<file path="src/design/i2cm_pkg.sv">
// i2cm_pkg: shared types and codes for the I2C master bit engine.
// No dependencies; imported by i2cm_engine, i2c_master_bit_engine_top and tb.
`default_nettype none

package i2cm_pkg;

	localparam logic [15:0] HALF_PERIOD_RST = 16'd360;

	localparam logic [1:0] ACT_TICK  = 2'd0;
	localparam logic [1:0] ACT_BEGIN = 2'd1;
	localparam logic [1:0] ACT_BYTE  = 2'd2;

	localparam logic [1:0] KIND_WR    = 2'd0;
	localparam logic [1:0] KIND_RD    = 2'd1;
	localparam logic [1:0] KIND_REGWR = 2'd2;
	localparam logic [1:0] KIND_REGRD = 2'd3;

	localparam logic [1:0] ST_OK    = 2'd0;
	localparam logic [1:0] ST_NACK  = 2'd1;
	localparam logic [1:0] ST_EMPTY = 2'd2;

	typedef enum logic [25:0] {
		P_IDLE    = 26'b1 << 0,
		P_ST_SDAH = 26'b1 << 1,
		P_ST_SCLH = 26'b1 << 2,
		P_ST_SDAL = 26'b1 << 3,
		P_ST_SCLL = 26'b1 << 4,
		P_TX_BIT  = 26'b1 << 5,
		P_TX_SCLH = 26'b1 << 6,
		P_TX_SCLL = 26'b1 << 7,
		P_TX_REL  = 26'b1 << 8,
		P_AK_SDAH = 26'b1 << 9,
		P_AK_SCLH = 26'b1 << 10,
		P_AK_SCLL = 26'b1 << 11,
		P_RX_REL  = 26'b1 << 12,
		P_RX_SCLH = 26'b1 << 13,
		P_RX_SCLL = 26'b1 << 14,
		P_MA_SDAL = 26'b1 << 15,
		P_MA_SCLH = 26'b1 << 16,
		P_MA_SCLL = 26'b1 << 17,
		P_MA_SDAH = 26'b1 << 18,
		P_MN_SDAH = 26'b1 << 19,
		P_MN_SCLH = 26'b1 << 20,
		P_MN_SCLL = 26'b1 << 21,
		P_SP_SDAL = 26'b1 << 22,
		P_SP_SCLH = 26'b1 << 23,
		P_SP_SDAH = 26'b1 << 24,
		P_WAIT    = 26'b1 << 25
	} phase_t;

	typedef enum logic [1:0] {
		STG_ADDR  = 2'd0,
		STG_REG   = 2'd1,
		STG_RADDR = 2'd2,
		STG_DATA  = 2'd3
	} stage_t;

	typedef struct packed {
		logic [1:0]  action;
		logic [1:0]  kind;
		logic [6:0]  tgt_addr;
		logic [7:0]  reg_addr;
		logic [15:0] length;
		logic [7:0]  write_byte;
		logic        sda_level;
	} item_t;

	typedef struct packed {
		logic       scl;
		logic       sda;
		logic       busy_res;
		logic       want_byte;
		logic       read_valid;
		logic [7:0] read_data;
		logic       read_last;
		logic       done_res;
		logic [1:0] status;
	} result_t;

endpackage

`default_nettype wire

</file>
<file path="src/design/i2cm_engine.sv">
// i2cm_engine: bus phase sequencer state and its next-state/result logic.
// Depends on i2cm_pkg.
`default_nettype none

module i2cm_engine import i2cm_pkg::*; (
	input  wire logic        clk,
	input  wire logic        arst_n,
	input  wire logic        step,
	input  wire item_t       item,
	input  wire logic [15:0] half_period,
	output result_t          res
);

	phase_t      phase_q, n_phase;
	stage_t      stage_q, n_stage;
	logic [15:0] timer_q, n_timer;
	logic [3:0]  bit_q, n_bit;
	logic [7:0]  shift_q, n_shift;
	logic [15:0] left_q, n_left;
	logic [7:0]  held_q, n_held;
	logic        full_q, n_full;
	logic [1:0]  kind_q, n_kind;
	logic [6:0]  addr_q, n_addr;
	logic [7:0]  reg_q, n_reg;
	logic        scl_q, n_scl;
	logic        sda_q, n_sda;
	logic        ack_q, n_ack;
	logic        nack_q, n_nack;

	logic        ent, do_load, wants, rw;
	logic [15:0] hp_eff;

	assign hp_eff = (half_period == 16'd0) ? 16'd1 : half_period;
	assign wants  = (phase_q != P_IDLE) && (kind_q == KIND_WR || kind_q == KIND_REGWR)
		&& (left_q != 16'd0) && !full_q;
	assign rw     = (stage_q == STG_RADDR) || (stage_q == STG_ADDR && kind_q == KIND_RD);

	always_comb begin
		n_phase = phase_q;
		n_stage = stage_q;
		n_timer = timer_q;
		n_bit   = bit_q;
		n_shift = shift_q;
		n_left  = left_q;
		n_held  = held_q;
		n_full  = full_q;
		n_kind  = kind_q;
		n_addr  = addr_q;
		n_reg   = reg_q;
		n_scl   = scl_q;
		n_sda   = sda_q;
		n_ack   = ack_q;
		n_nack  = nack_q;
		ent     = 1'b0;
		do_load = 1'b0;
		res     = '0;

		unique case (item.action)
			ACT_TICK: begin
				if (phase_q == P_IDLE) begin
				end else if (phase_q == P_WAIT) begin
					do_load = full_q;
				end else if (timer_q > 16'd1) begin
					n_timer = timer_q - 16'd1;
				end else begin
					ent = 1'b1;
					unique case (phase_q)
						P_ST_SDAH: n_phase = P_ST_SCLH;
						P_ST_SCLH: n_phase = P_ST_SDAL;
						P_ST_SDAL: n_phase = P_ST_SCLL;
						P_ST_SCLL: begin
							n_shift = {addr_q, rw};
							n_bit   = 4'd0;
							n_phase = P_TX_BIT;
						end
						P_TX_BIT:  n_phase = P_TX_SCLH;
						P_TX_SCLH: n_phase = P_TX_SCLL;
						P_TX_SCLL: begin
							n_shift = {shift_q[6:0], 1'b0};
							n_bit   = bit_q + 4'd1;
							n_phase = n_bit[3] ? P_TX_REL : P_TX_BIT;
						end
						P_TX_REL:  n_phase = P_AK_SDAH;
						P_AK_SDAH: n_phase = P_AK_SCLH;
						P_AK_SCLH: begin
							n_ack   = item.sda_level;
							n_phase = P_AK_SCLL;
						end
						P_AK_SCLL: begin
							if (ack_q) begin
								n_nack  = 1'b1;
								n_phase = P_SP_SDAL;
							end else begin
								unique case (stage_q)
									STG_ADDR: begin
										if (kind_q == KIND_RD) begin
											n_bit   = 4'd0;
											n_shift = 8'd0;
											n_phase = P_RX_REL;
										end else if (kind_q == KIND_WR) begin
											n_stage = STG_DATA;
											ent     = 1'b0;
											do_load = 1'b1;
										end else begin
											n_stage = STG_REG;
											n_shift = reg_q;
											n_bit   = 4'd0;
											n_phase = P_TX_BIT;
										end
									end
									STG_REG: begin
										if (kind_q == KIND_REGWR) begin
											n_stage = STG_DATA;
											ent     = 1'b0;
											do_load = 1'b1;
										end else begin
											n_stage = STG_RADDR;
											n_phase = P_ST_SDAH;
										end
									end
									STG_RADDR: begin
										n_bit   = 4'd0;
										n_shift = 8'd0;
										n_phase = P_RX_REL;
									end
									default: begin
										if (left_q != 16'd0) begin
											ent     = 1'b0;
											do_load = 1'b1;
										end else begin
											n_nack  = 1'b0;
											n_phase = P_SP_SDAL;
										end
									end
								endcase
							end
						end
						P_RX_REL:  n_phase = P_RX_SCLH;
						P_RX_SCLH: begin
							n_shift = {shift_q[6:0], item.sda_level};
							n_bit   = bit_q + 4'd1;
							if (n_bit[3]) begin
								if (left_q != 16'd0)
									n_left = left_q - 16'd1;
								res.read_valid = 1'b1;
								res.read_data  = n_shift;
								res.read_last  = (n_left == 16'd0);
							end
							n_phase = P_RX_SCLL;
						end
						P_RX_SCLL: begin
							if (!bit_q[3])
								n_phase = P_RX_SCLH;
							else
								n_phase = (left_q != 16'd0) ? P_MA_SDAL : P_MN_SDAH;
						end
						P_MA_SDAL: n_phase = P_MA_SCLH;
						P_MA_SCLH: n_phase = P_MA_SCLL;
						P_MA_SCLL: n_phase = P_MA_SDAH;
						P_MA_SDAH: begin
							n_bit   = 4'd0;
							n_shift = 8'd0;
							n_phase = P_RX_REL;
						end
						P_MN_SDAH: n_phase = P_MN_SCLH;
						P_MN_SCLH: n_phase = P_MN_SCLL;
						P_MN_SCLL: begin
							n_nack  = 1'b0;
							n_phase = P_SP_SDAL;
						end
						P_SP_SDAL: n_phase = P_SP_SCLH;
						P_SP_SCLH: n_phase = P_SP_SDAH;
						default: begin
							ent          = 1'b0;
							n_phase      = P_IDLE;
							n_timer      = 16'd0;
							n_full       = 1'b0;
							n_left       = 16'd0;
							res.done_res = 1'b1;
							res.status   = nack_q ? ST_NACK : ST_OK;
						end
					endcase
				end
			end
			ACT_BEGIN: begin
				if (phase_q == P_IDLE) begin
					if (item.length == 16'd0) begin
						res.done_res = 1'b1;
						res.status   = ST_EMPTY;
					end else begin
						n_kind  = item.kind;
						n_addr  = item.tgt_addr;
						n_reg   = item.reg_addr;
						n_left  = item.length;
						n_full  = 1'b0;
						n_stage = STG_ADDR;
						n_ack   = 1'b0;
						n_nack  = 1'b0;
						n_bit   = 4'd0;
						n_shift = 8'd0;
						n_phase = P_ST_SDAH;
						ent     = 1'b1;
					end
				end
			end
			ACT_BYTE: begin
				if (wants) begin
					n_held = item.write_byte;
					n_full = 1'b1;
				end
			end
			default: begin
			end
		endcase

		// holding register to shifter, or park with SCL low
		if (do_load) begin
			if (full_q) begin
				n_full = 1'b0;
				if (left_q != 16'd0)
					n_left = left_q - 16'd1;
				n_shift = held_q;
				n_bit   = 4'd0;
				n_phase = P_TX_BIT;
				ent     = 1'b1;
			end else begin
				n_phase = P_WAIT;
			end
		end

		if (ent) begin
			n_timer = hp_eff;
			unique case (n_phase)
				P_ST_SDAH, P_TX_REL, P_AK_SDAH, P_RX_REL,
				P_MA_SDAH, P_MN_SDAH, P_SP_SDAH: n_sda = 1'b1;
				P_ST_SDAL, P_MA_SDAL, P_SP_SDAL: n_sda = 1'b0;
				P_TX_BIT: n_sda = n_shift[7];
				P_ST_SCLH, P_TX_SCLH, P_AK_SCLH, P_RX_SCLH,
				P_MA_SCLH, P_MN_SCLH, P_SP_SCLH: n_scl = 1'b1;
				default: n_scl = 1'b0;
			endcase
		end

		res.scl       = n_scl;
		res.sda       = n_sda;
		res.busy_res  = (n_phase != P_IDLE);
		res.want_byte = (n_phase != P_IDLE) && (n_kind == KIND_WR || n_kind == KIND_REGWR)
			&& (n_left != 16'd0) && !n_full;
	end

	always_ff @(posedge clk or negedge arst_n) begin
		if (!arst_n) begin
			phase_q <= P_IDLE;
			stage_q <= STG_ADDR;
			timer_q <= '0;
			bit_q   <= '0;
			shift_q <= '0;
			left_q  <= '0;
			held_q  <= '0;
			full_q  <= 1'b0;
			kind_q  <= '0;
			addr_q  <= '0;
			reg_q   <= '0;
			scl_q   <= 1'b1;
			sda_q   <= 1'b1;
			ack_q   <= 1'b0;
			nack_q  <= 1'b0;
		end else if (step) begin
			phase_q <= n_phase;
			stage_q <= n_stage;
			timer_q <= n_timer;
			bit_q   <= n_bit;
			shift_q <= n_shift;
			left_q  <= n_left;
			held_q  <= n_held;
			full_q  <= n_full;
			kind_q  <= n_kind;
			addr_q  <= n_addr;
			reg_q   <= n_reg;
			scl_q   <= n_scl;
			sda_q   <= n_sda;
			ack_q   <= n_ack;
			nack_q  <= n_nack;
		end
	end

endmodule

`default_nettype wire

</file>
<file path="src/design/i2c_master_bit_engine_top.sv">
// i2c_master_bit_engine_top: input register, phase engine, output register.
// Depends on i2cm_pkg and i2cm_engine.
//
//  channel  | dir | accepted when                   | carries
//  s_axis   | in  | s_axis_tvalid & s_axis_tready   | one command or tick
//  m_axis   | out | m_axis_tvalid & m_axis_tready   | pin levels and events
//  cfg      | in  | cfg_we                          | half_period
//
// One transaction a cycle while the output is not stalled; the item waits in the input
// register and its result is loaded into the output register when the engine steps.
// arst_n releases both pins high, idles the engine, sets half_period to 360.
// A stalled output holds its result; the input register still takes one
// more transaction, then s_axis_tready drops until m_axis_tready returns.
`default_nettype none

module i2c_master_bit_engine_top import i2cm_pkg::*; (
	input  wire logic        clk,
	input  wire logic        arst_n,
	input  wire logic        s_axis_tvalid,
	output logic             s_axis_tready,
	// tgt_addr[6:0], reg_addr[14:7], length[30:15], write_byte[38:31], sda_level[39]
	input  wire logic [39:0] s_axis_tdata,
	// action[1:0], kind[3:2]
	input  wire logic [3:0]  s_axis_tuser,
	output logic             m_axis_tvalid,
	input  wire logic        m_axis_tready,
	// scl[0], sda[1], busy_res[2], want_byte[3], read_valid[4], read_data[12:5],
	// done_res[13], status[15:14]
	output logic [15:0]      m_axis_tdata,
	output logic             m_axis_tlast,
	input  wire logic        cfg_we,
	input  wire logic [15:0] cfg_wdata
);

	logic        s1_vld_q;
	item_t       item_s1;
	logic        adv;
	result_t     res;
	result_t     out_q;
	logic        out_vld_q;
	logic [15:0] half_period_q;

	assign adv           = s1_vld_q && (!out_vld_q || m_axis_tready);
	assign s_axis_tready = !s1_vld_q || adv;

	always_ff @(posedge clk or negedge arst_n) begin
		if (!arst_n)
			half_period_q <= HALF_PERIOD_RST;
		else if (cfg_we)
			half_period_q <= cfg_wdata;
	end

	always_ff @(posedge clk or negedge arst_n) begin
		if (!arst_n)
			s1_vld_q <= 1'b0;
		else if (s_axis_tready)
			s1_vld_q <= s_axis_tvalid;
	end

	always_ff @(posedge clk) begin
		if (s_axis_tready && s_axis_tvalid) begin
			item_s1.action     <= s_axis_tuser[1:0];
			item_s1.kind       <= s_axis_tuser[3:2];
			item_s1.tgt_addr   <= s_axis_tdata[6:0];
			item_s1.reg_addr   <= s_axis_tdata[14:7];
			item_s1.length     <= s_axis_tdata[30:15];
			item_s1.write_byte <= s_axis_tdata[38:31];
			item_s1.sda_level  <= s_axis_tdata[39];
		end
	end

	i2cm_engine u_engine (
		.clk         (clk),
		.arst_n      (arst_n),
		.step        (adv),
		.item        (item_s1),
		.half_period (half_period_q),
		.res         (res)
	);

	always_ff @(posedge clk or negedge arst_n) begin
		if (!arst_n)
			out_vld_q <= 1'b0;
		else if (adv)
			out_vld_q <= 1'b1;
		else if (m_axis_tready)
			out_vld_q <= 1'b0;
	end

	always_ff @(posedge clk) begin
		if (adv)
			out_q <= res;
	end

	assign m_axis_tvalid = out_vld_q;
	assign m_axis_tlast  = out_q.read_last;
	assign m_axis_tdata  = {out_q.status, out_q.done_res, out_q.read_data, out_q.read_valid,
		out_q.want_byte, out_q.busy_res, out_q.sda, out_q.scl};

endmodule

`default_nettype wire

</file>
<file path="config.mk">
export PLATFORM = sky130hd
export DESIGN_NAME = i2c_master_bit_engine_top
export DESIGN_NICKNAME = d
export VERILOG_FILES = /design/src/design/i2cm_pkg.sv /design/src/design/i2cm_engine.sv /design/src/design/i2c_master_bit_engine_top.sv
export SDC_FILE = /design/constraint.sdc
export NUM_CORES = 1
export LEC_CHECK = 0
export ABC_CLOCK_PERIOD_IN_PS = 6000
export BUFFER_PORTS_ARGS = -buffer_cell sky130_fd_sc_hd__buf_2
export CAP_MARGIN = 20
export CORE_AREA = 2 2 146 148
export DETAILED_ROUTE_END_ITERATION = 10
export DIE_AREA = 0 0 148 150
export GPL_TIMING_DRIVEN = 0
export PLACE_DENSITY_LB_ADDON = 0.1
export SLEW_MARGIN = 20
export SYNTH_ARGS = -nofsm -noshare
export SYNTH_HDL_FRONTEND = slang
export SYNTH_SLANG_ARGS = --single-unit
</file>
<file path="constraint.sdc">
create_clock -name clk -period 6 [get_ports clk]
set_input_delay 1.5 -clock clk [delete_from_list [all_inputs] [get_ports clk]]
set_output_delay 1.5 -clock clk [all_outputs]
set_load 0.005 [all_outputs]
</file>
* Word-level counts from Yosys, hierarchy flattened *
Index checks and enable logic that the tools add are counted.

cells by class
  muxes and demuxes = 150
  reductions and logical operators = 48
  $add $sub $neg = 3
  bitwise operators = 4
  equal/unequal tests = 68
  magnitude comparators = 1

operators with widths
  cell                                                    number
  one-hot mux 26 bit (23 select lines)                    1
  two-way mux 16 bit                                      23
  two-way mux 26 bit                                      13
  two-way mux 8 bit                                       10
  one-hot mux 26 bit (3 select lines)                     1
  one-hot mux 16 bit (2 select lines)                     2
  equality test 26 x 10 -> 1 bit (second input constant)  2
  equality test 26 x 11 -> 1 bit (second input constant)  2
  equality test 26 x 13 -> 1 bit (second input constant)  2
  equality test 26 x 14 -> 1 bit (second input constant)  2
  equality test 26 x 16 -> 1 bit (second input constant)  2
  equality test 26 x 17 -> 1 bit (second input constant)  2
  equality test 26 x 19 -> 1 bit (second input constant)  2
  equality test 26 x 2 -> 1 bit (second input constant)   2
  equality test 26 x 20 -> 1 bit (second input constant)  2
  equality test 26 x 21 -> 1 bit (second input constant)  2
  equality test 26 x 23 -> 1 bit (second input constant)  2
  equality test 26 x 24 -> 1 bit (second input constant)  2
  equality test 26 x 3 -> 1 bit (second input constant)   2
  equality test 26 x 4 -> 1 bit (second input constant)   2
  equality test 26 x 6 -> 1 bit (second input constant)   2
  equality test 26 x 7 -> 1 bit (second input constant)   2
  equality test 26 x 9 -> 1 bit (second input constant)   2
  != test 26 x 1 -> 1 bit (second input constant)         2
  other kinds (58)                                        188

storage, ports and cells
  register bits = 181
  logic and storage cells = 308
  output and inout port bits = 19

* Depth between registers and ports, before layout *
Gate-level depths: netlist of the first run.

  depth in word-level cells = 20
  gate-level depth with buffers = 15
  depth with buffers taken out = 13

* Cells and area by module *
Synthesis of the first run repeated with hierarchy kept, for this count alone.

unflattened totals
  cell total of the unflattened synthesis = 1,240
  area total of the unflattened synthesis = 11,244.5 sq um

by module, submodules not included
  module                     times used  cells each  area an instance (sq um)  seq. area each (sq um)
  i2cm_engine                1           1,137       8,669.6                   2,556.2
  i2c_master_bit_engine_top  1           103         2,575.0                   2,287.2

* Least setup slack after synthesis of the first run *
No wires, ideal clock.

  path type = reg2reg
  from = register u_engine.phase_q[17]
  to = register out_q, in the netlist m_axis_tdata[3], data pin
  required time = 5.724 ns
  library setup time = 0.276 ns
  clock period less this slack = 3.436 ns
  setup slack = 2.564 ns
  path buffers = 4
  cell stages (with the launch flop) = 15
  arrival = 3.160 ns
  path through = dfrtp_1 buf_6 or4_4 buf_6 nor4_2 buf_4 o211a_4 nand4_2 a21o_1 buf_2 nand3_1 nand2_1 or3_1 nor4_1 a41oi_1

RTL lines
  element                 RTL line                         source
  start, declared         i2cm_engine.sv:14                phase_t phase_q, n_phase;
  start signal, assigned  i2cm_engine.sv:269               phase_q <= n_phase;
  end signal, assigned    i2c_master_bit_engine_top.sv:92  out_q <= res;
  end, declared           i2c_master_bit_engine_top.sv:39  result_t out_q;

==> flow_summary_export.csv, run 1 <==
group,metric,value,unit
run_status,status,"complete, no violations",
power_and_ir_drop,pwr-share-seq,38.6,%
detailed_routing,first_pass_iters,5,
yosys,synth_compound_area_share,18.1,%
global_routing,grt_overflow_total,0,
yosys,ys_warn_count,0,
clock_network,cts-root-buf,"clkbuf_16",
clock_network,cts_resized,0,
detailed_routing,totalWireLength,37.2,mm
sta,tns,0,ns
clock_network,cts_tree,"built",
yosys,synthArstFlopShare,66.3,%
yosys,synth_top_cell_by_area,"dfrtp_1",
yosys,synth_top_cells_by_area,"dfrtp_1 (25%), edfxtp_1 (16%), nand2_1 (4.9%), mux2_2 (4.7%), o21ai_0 (4.5%)",
yosys,synth-simple-area-share,26.8,%
sta,slew_headroom,29.9,%
final_layout,fill_cells,1874,
yosys,syn_inst,1221,
global_routing,grt_pass1_vias,9811,
detailed_routing,ant_nets,0,
clock_network,h-tree-depth,4,
detailed_routing,remaining_drc_errors,0,
placement,io_buffers,82,
final_layout,fin_area,12500,um^2
sta,final-setup-viol-count,0,
placement,gp_congestion,1.00,
detailed_routing,drt_iter0_drc,1025,
power_and_ir_drop,switchingPower,0.00191,W
worst_setup_path,worst-setup-path-type,"flop to flop",
global_routing,grt_max_degree,65,
clock_network,path_clk_slew,0.08,ns
yosys,synth_xor_area_share,1.57,%
worst_setup_path,cp-start-kind,"flop",
floorplan,io-pin-count,84,
power_and_ir_drop,p_leak,5.00,nW
worst_setup_path,end_kind,"flop",
power_and_ir_drop,power_frac_clock,23.8,%
floorplan,die_area,22200,um^2
detailed_routing,routedWlPerCell,23.0,um
final_layout,nNetsFinal,1394,
yosys,synth_edf_count,61,
floorplan,die_w,148,um
placement,dp_hpwl,27.4,mm
floorplan,rows,53,
worst_setup_path,crit_required,6.17,ns
final_layout,final_cell_mix,"nand2_1 (145), dfrtp_1 (113), buf_2 (103), o21ai_0 (99), nor2_1 (94)",
clock_network,cts_sinks,181,
clock_network,clkLatencyLatePin,0.45,ns
sta,period_needed,4.99,ns
yosys,syn_area,11100,um^2
sta,hold_violations,0,
clock_network,cts_made_buffers,17,
yosys,synth_fa_ha_area_share,0.450,%
yosys,ys_seq_area_share,43.5,%
global_routing,grt_pass1_wl,56.3,mm
yosys,synth-main-ff-cell,"dfrtp_1",
sta,maxSlewViolCount,0,
detailed_routing,vias_per_cell,6.60,
floorplan,die_h,150,um
final_layout,area_delta_synth_final,12.6,%
global_routing,grt_usage,33.5,%
worst_setup_path,crit_arrival,5.17,ns
worst_setup_path,r2r_slack,1.01,ns
clock_network,hold_buffers,0,
job,cap_viol_max_count,0,
power_and_ir_drop,ir_worst_vdd,0.000189,V
power_and_ir_drop,powerDensity,368,nW/um^2
floorplan,initial_core_util,53.8,%
min_path,hold_class,"flop to flop",
final_layout,fin_util,60.6,%
power_and_ir_drop,power_frac_comb,37.6,%
sta,clock_skew,0.0217,ns
yosys,synth_nets,1290,
final_layout,drive_gt1_share,18.8,%
placement,place_area,12000,um^2
global_routing,antenna_found_initial,1,
final_layout,layout_commonest_cell,"nand2_1",
power_and_ir_drop,internal_power,0.00270,W
floorplan,core-area,20700,um^2
sta,tightest_slew,1.04,ns
yosys,post_synth_mux_area_share,5.46,%
yosys,ys_types,98,
yosys,syn_area_per_cell,9.12,um^2
power_and_ir_drop,swShare,41.4,%
clock_network,cts_buffer_depth,2,
yosys,synth_top_family_by_area,"simple AND/OR/NAND/NOR gates",
sta,finalCritPeriodShare,83.2,%
sta,rsz0062_at_grt,"no",
yosys,synth-seq-cells,181,
clock_network,post_cts_buffers,0,
sta,fmax,200,MHz
yosys,synth_top_area_share,25.4,%
worst_setup_path,critPathMaxFanout,10,
detailed_routing,routed-via-count,10654,
## layout make-up
cell class / instances / area (um^2) / area share (%)
repair buffers: 85 / 473 / 3.77
well taps: 275 / 344 / 2.75
diodes: 1 / 2.50 / 0.0200
clock inverters: 14 / 136 / 1.09
flip-flops and latches: 181 / 4840 / 38.6
multi-input cells: 935 / 5840 / 46.6
inverters: 19 / 71.3 / 0.569
clock buffers: 18 / 429 / 3.42
plain buffers: 86 / 388 / 3.10
## synthesized netlist by cell type (all sizes together) (20+ instances only)
library cell	count
clkbuf	58
o21ai	113
nand2	145
nor3	60
nor2	95
mux2	46
nor4	48
buf	28
a21oi	74
nand2b	20
dfrtp	113
edfxtp	61
nand3	33
nand4	29
## through the flow
stage	instances	setup WS [ns]	total power, W	hold WS (ns)
2_1_floorplan	1221	2.56	0.00292	0.442
3_3_place_gp	1578	1.15	0.00343	0.463
3_5_place_dp	1581	1.25	0.00346	0.463
4_1_cts	1613	1.22	0.00457	0.479
5_1_grt	1613	0.883	0.00484	0.491
6_report	1614	1.01	0.00461	0.482
## power by group through the flow
| stage | sequential (W) | combinational, W | clock [W] |
|---|---|---|---|
| floorplan | 0.00171 | 0.00122 | 0 |
| global placement | 0.00178 | 0.00165 | 0 |
| detailed placement | 0.00179 | 0.00167 | 0 |
| CTS | 0.00177 | 0.00168 | 0.00111 |
| global route | 0.00181 | 0.00188 | 0.00115 |
| finish | 0.00178 | 0.00173 | 0.00110 |
## logic make-up after synthesis
family                     after synthesis
AOI/OAI and AO/OA                      315
xor gates and xnor gates                20
adders and majority gates                4
buffers and inverters                  105
DFF                                    181
muxes                                   53
and+or+nand+nor                        543
## sequential cells by signal (all words and copies together) (netlist names), 2 cells and up, named ones only
register,flops
u_engine.addr_q,7
u_engine.reg_q,8
u_engine.timer_q,16
u_engine.phase_q,26
half_period_q,16
u_engine.left_q,16
item_s1,44
u_engine.bit_q,4
m_axis_tdata,16
u_engine.held_q,8
u_engine.stage_q,2
u_engine.shift_q,8
## per-layer routing
layer | vias to the layer above | share of wire (%) | GRT usage (%)
met5 | - | 0 | 0
met4 | 0 | 4.1 | 15.0
met3 | 116 | 9.3 | 6.62
met2 | 621 | 45 | 51.1
met1 | 5116 | 42 | 46.3
li1 | 4801 | - | -
## critical path, cell delays in order, from the launching register on
cell,delay [ns]
dfrtp_1,0.48
nor4_2,0.93
nand4_1,0.32
nor4_1,0.66
buf_2,0.41
nor3_2,0.18
mux2i_2,0.38
o2111ai_1,0.28
nor4_2,0.38
nand3_1,0.30
o2111ai_1,0.31
a41oi_1,0.10
## worst paths after layout
path / startpoint / end / cells after the start
max in group asynchronous: arst_n / u_engine.held_q[1] / 2
hold reg to reg: item_s1[8] / u_engine.held_q[7] / 1
setup reg to reg: u_engine.phase_q[16] / m_axis_tdata[3] / 11
setup / recovery: u_engine.phase_q[16] / m_axis_tdata[3] / 11
min in group asynchronous: arst_n / u_engine.phase_q[13] / 1
hold / removal: item_s1[8] / u_engine.held_q[7] / 1
(Power assumes the default switching activity.)
==> run 2, diff against run 1 <==
Settings changed: ABC_AREA set to 1, ABC_CLOCK_PERIOD_IN_PS 6000 to 4500, CORE_AREA 2 2 146 148 to 2 2 149 151, DIE_AREA 0 0 148 150 to 0 0 151 153.
Clock period 6 ns to 4.5 ns, I/O delays scaled along.
==> run 2 against run 1 <==
Die area increased by 4.1%. Non-clock buffer count down 32. Fmax is 26% higher. Cell count grew 21%. Largest cell class unchanged. Clock skew is 0.0043 ns lower. Combinational power grew 46%. Synthesized area is 4.6% higher. First-iteration DRC count is 1.7% higher. Core utilization rose by 0.20 points. Register-to-register slack worse by 0.46 ns. Synthesized cell count rose by 27%.
==> flow_summary_export.csv, run 2 <==
group,metric,value,unit
floorplan,die_h,153,um
final_layout,drive_gt1_share,15.5,%
clock_network,cts_resized,0,
worst_setup_path,cp-start-kind,"flop",
sta,slew_headroom,18.5,%
sta,tightest_slew,1.22,ns
placement,place_area,12500,um^2
floorplan,io-pin-count,84,
floorplan,rows,54,
detailed_routing,ant_nets,0,
clock_network,clkLatencyLatePin,0.45,ns
placement,gp_congestion,1.10,
yosys,synth-main-ff-cell,"dfrtp_1",
floorplan,die_w,151,um
yosys,synthArstFlopShare,66.3,%
clock_network,h-tree-depth,4,
clock_network,path_clk_slew,0.07,ns
floorplan,initial_core_util,54.2,%
yosys,ys_warn_count,0,
detailed_routing,vias_per_cell,5.87,
final_layout,nNetsFinal,1728,
sta,fmax,253,MHz
floorplan,die_area,23100,um^2
detailed_routing,routed.top_layer,"met4",
final_layout,layout_commonest_cell,"nand2_1",
final_layout,fin_area,13100,um^2
detailed_routing,totalWireLength,37.5,mm
yosys,synth_top_cell_by_area,"dfrtp_1",
yosys,synthTopCellsByCount,"nand2_1 (404), nor2_1 (173), nand3_1 (135), inv_1 (131), dfrtp_1 (113)",
worst_setup_path,worst-setup-path-type,"flop to flop",
sta,hold_violations,0,
global_routing,grt_pass1_vias,11119,
final_layout,fill_cells,1999,
power_and_ir_drop,ir_worst_vdd,0.000245,V
yosys,syn_area_per_cell,7.48,um^2
placement,io_buffers,83,
job,cap_viol_max_count,0,
yosys,synth_top_area_share,24.3,%
clock_network,hold_buffers,0,
global_routing,grt_pass1_wl,59.7,mm
detailed_routing,remaining_drc_errors,0,
global_routing,grt_overflow_total,0,
clock_network,cts-root-buf,"clkbuf_16",
yosys,ys_types,53,
clock_network,cts_made_buffers,17,
min_path,hold_class,"flop to flop",
final_layout,antenna_cells,0,
sta,maxSlewViolCount,0,
placement,dp_hpwl,27.6,mm
run_status,status,"complete, no violations",
global_routing,grt_max_degree,63,
global_routing,grt_usage,33.5,%
clock_network,cts_buffer_depth,2,
clock_network,cts_sinks,181,
final_layout,regMostFlops,"item_s1",
final_layout,area_delta_synth_final,12.2,%
yosys,syn_area,11600,um^2
sta,final-setup-viol-count,0,
detailed_routing,routed-via-count,11460,
worst_setup_path,critPathMaxFanout,10,
sta,finalCritPeriodShare,87.8,%
worst_setup_path,end_kind,"flop",
yosys,ys_seq_area_share,41.6,%
yosys,synth_nets,1624,
yosys,synth_edf_count,61,
clock_network,cts_tree,"built",
yosys,synth-seq-cells,181,
detailed_routing,drt_iter0_drc,1042,
yosys,synth_top_cells_by_area,"dfrtp_1 (24%), edfxtp_1 (16%), nand2_1 (13%), nand3_1 (5.8%), nor2_1 (5.6%)",
power_and_ir_drop,powerDensity,489,nW/um^2
detailed_routing,routedWlPerCell,19.2,um
clock_network,post_cts_buffers,0,
sta,period_needed,3.95,ns
final_layout,largestRegisters,"item_s1: 44 flops, u_engine.phase_q: 26 flops",
final_layout,largest_reg_flops,44,
detailed_routing,route.met2.wl,16.6,mm
final_layout,final_cell_mix,"nand2_1 (404), nor2_1 (173), nand3_1 (135), inv_1 (130), dfrtp_1 (113)",
yosys,synth_most_common_cell,"nand2_1",
power_and_ir_drop,p_leak,5.98,nW
worst_setup_path,crit_required,4.73,ns
detailed_routing,wl_met1,15.9,mm
sta,timing.hold.ws,0.474,ns
floorplan,core-area,21500,um^2
sta,rsz0062_at_grt,"no",
detailed_routing,first_pass_iters,5,
worst_setup_path,crit_arrival,4.18,ns
detailed_routing,met3WireLength,3.29,mm
sta,clock_skew,0.0174,ns
yosys,syn_inst,1555,
sta,tns,0,ns
global_routing,antenna_found_initial,0,
run 2: changes by cell type in the layout (fill, tap and decap cells not counted), sizes merged, moves of 36 or more:
cell,before,now
a21oi,74,38
inv,27,156
nand2,145,432
nand3,33,139
nor2,95,198
nor3,60,19
nor4,48,8
run 2: metal layers:
metal	global-route usage [%]	vias up
li1	-	5441
met5	0	-
met1	46.4	5371
met4	15.0	0
met2	51.5	542
met3	5.67	106
run 2: path summary, 6_finish.rpt:
check	from	endpoint	slack, ns	depth (start not counted)
min reg2reg	u_engine.sda_q	u_engine.sda_q	0.47	2
max	u_engine.left_q[0]	m_axis_tlast	0.55	13
max reg2reg	u_engine.left_q[0]	m_axis_tlast	0.55	13
min	u_engine.sda_q	u_engine.sda_q	0.47	2
max in group asynchronous	arst_n	u_engine.sda_q	3.12	2
min in group asynchronous	arst_n	u_engine.phase_q[16]	0.64	1
run 2: report_power, final:
part | total (W) | switching [W] | internal [W]
Combinational | 0.00252 | 0.00172 | 0.000800
Sequential | 0.00238 | 0.000337 | 0.00204
Clock | 0.00149 | 0.000738 | 0.000749
run 2: critical path, cell delays in order (launching register included):
cell	delay, ns
dfrtp_1	0.42
inv_1	0.16
ha_1	0.22
nand2_1	0.13
nor2_1	0.35
nand2_1	0.39
inv_1	0.15
clkbuf_1	0.48
nor2_1	0.13
nor2_1	0.17
nand4_1	0.12
a2111oi_0	0.47
nand3_1	0.20
nor3b_1	0.34
run 2: cell families after synthesis:
family,synth area share [%]
multiplexers,3.19
XOR/XNOR,2.33
AND/OR/NAND/NOR,32.4
flip-flops,41.6
buffers and inverters,7.13
adder cells (fa/ha/maj),0.430
AO/OA/AOI/OAI,12.9
run 2: area by class of cell:
| class | count | area, um^2 | area share (%) |
|---|---|---|---|
| Multi-Input combinational cell | 1164 | 5970 | 45.7 |
| Sequential cell | 181 | 4840 | 37.1 |
| Inverter | 156 | 588 | 4.50 |
| Timing Repair Buffer | 85 | 469 | 3.59 |
| Clock buffer | 18 | 429 | 3.29 |
| Tap cell | 280 | 350 | 2.68 |
| Buffer | 54 | 241 | 1.85 |
| Clock inverter | 14 | 165 | 1.26 |
run 2: through the flow:
stage	total power, W	setup WS (ns)	utilization (%)	cells
floorplan	0.00414	1.81	-	1555
global placement	0.00478	0.668	57.7	1918
detailed placement	0.00484	0.726	58.0	1920
CTS	0.00635	0.702	60.7	1952
global route	0.00681	0.324	60.8	1952
finish	0.00639	0.550	60.8	1952
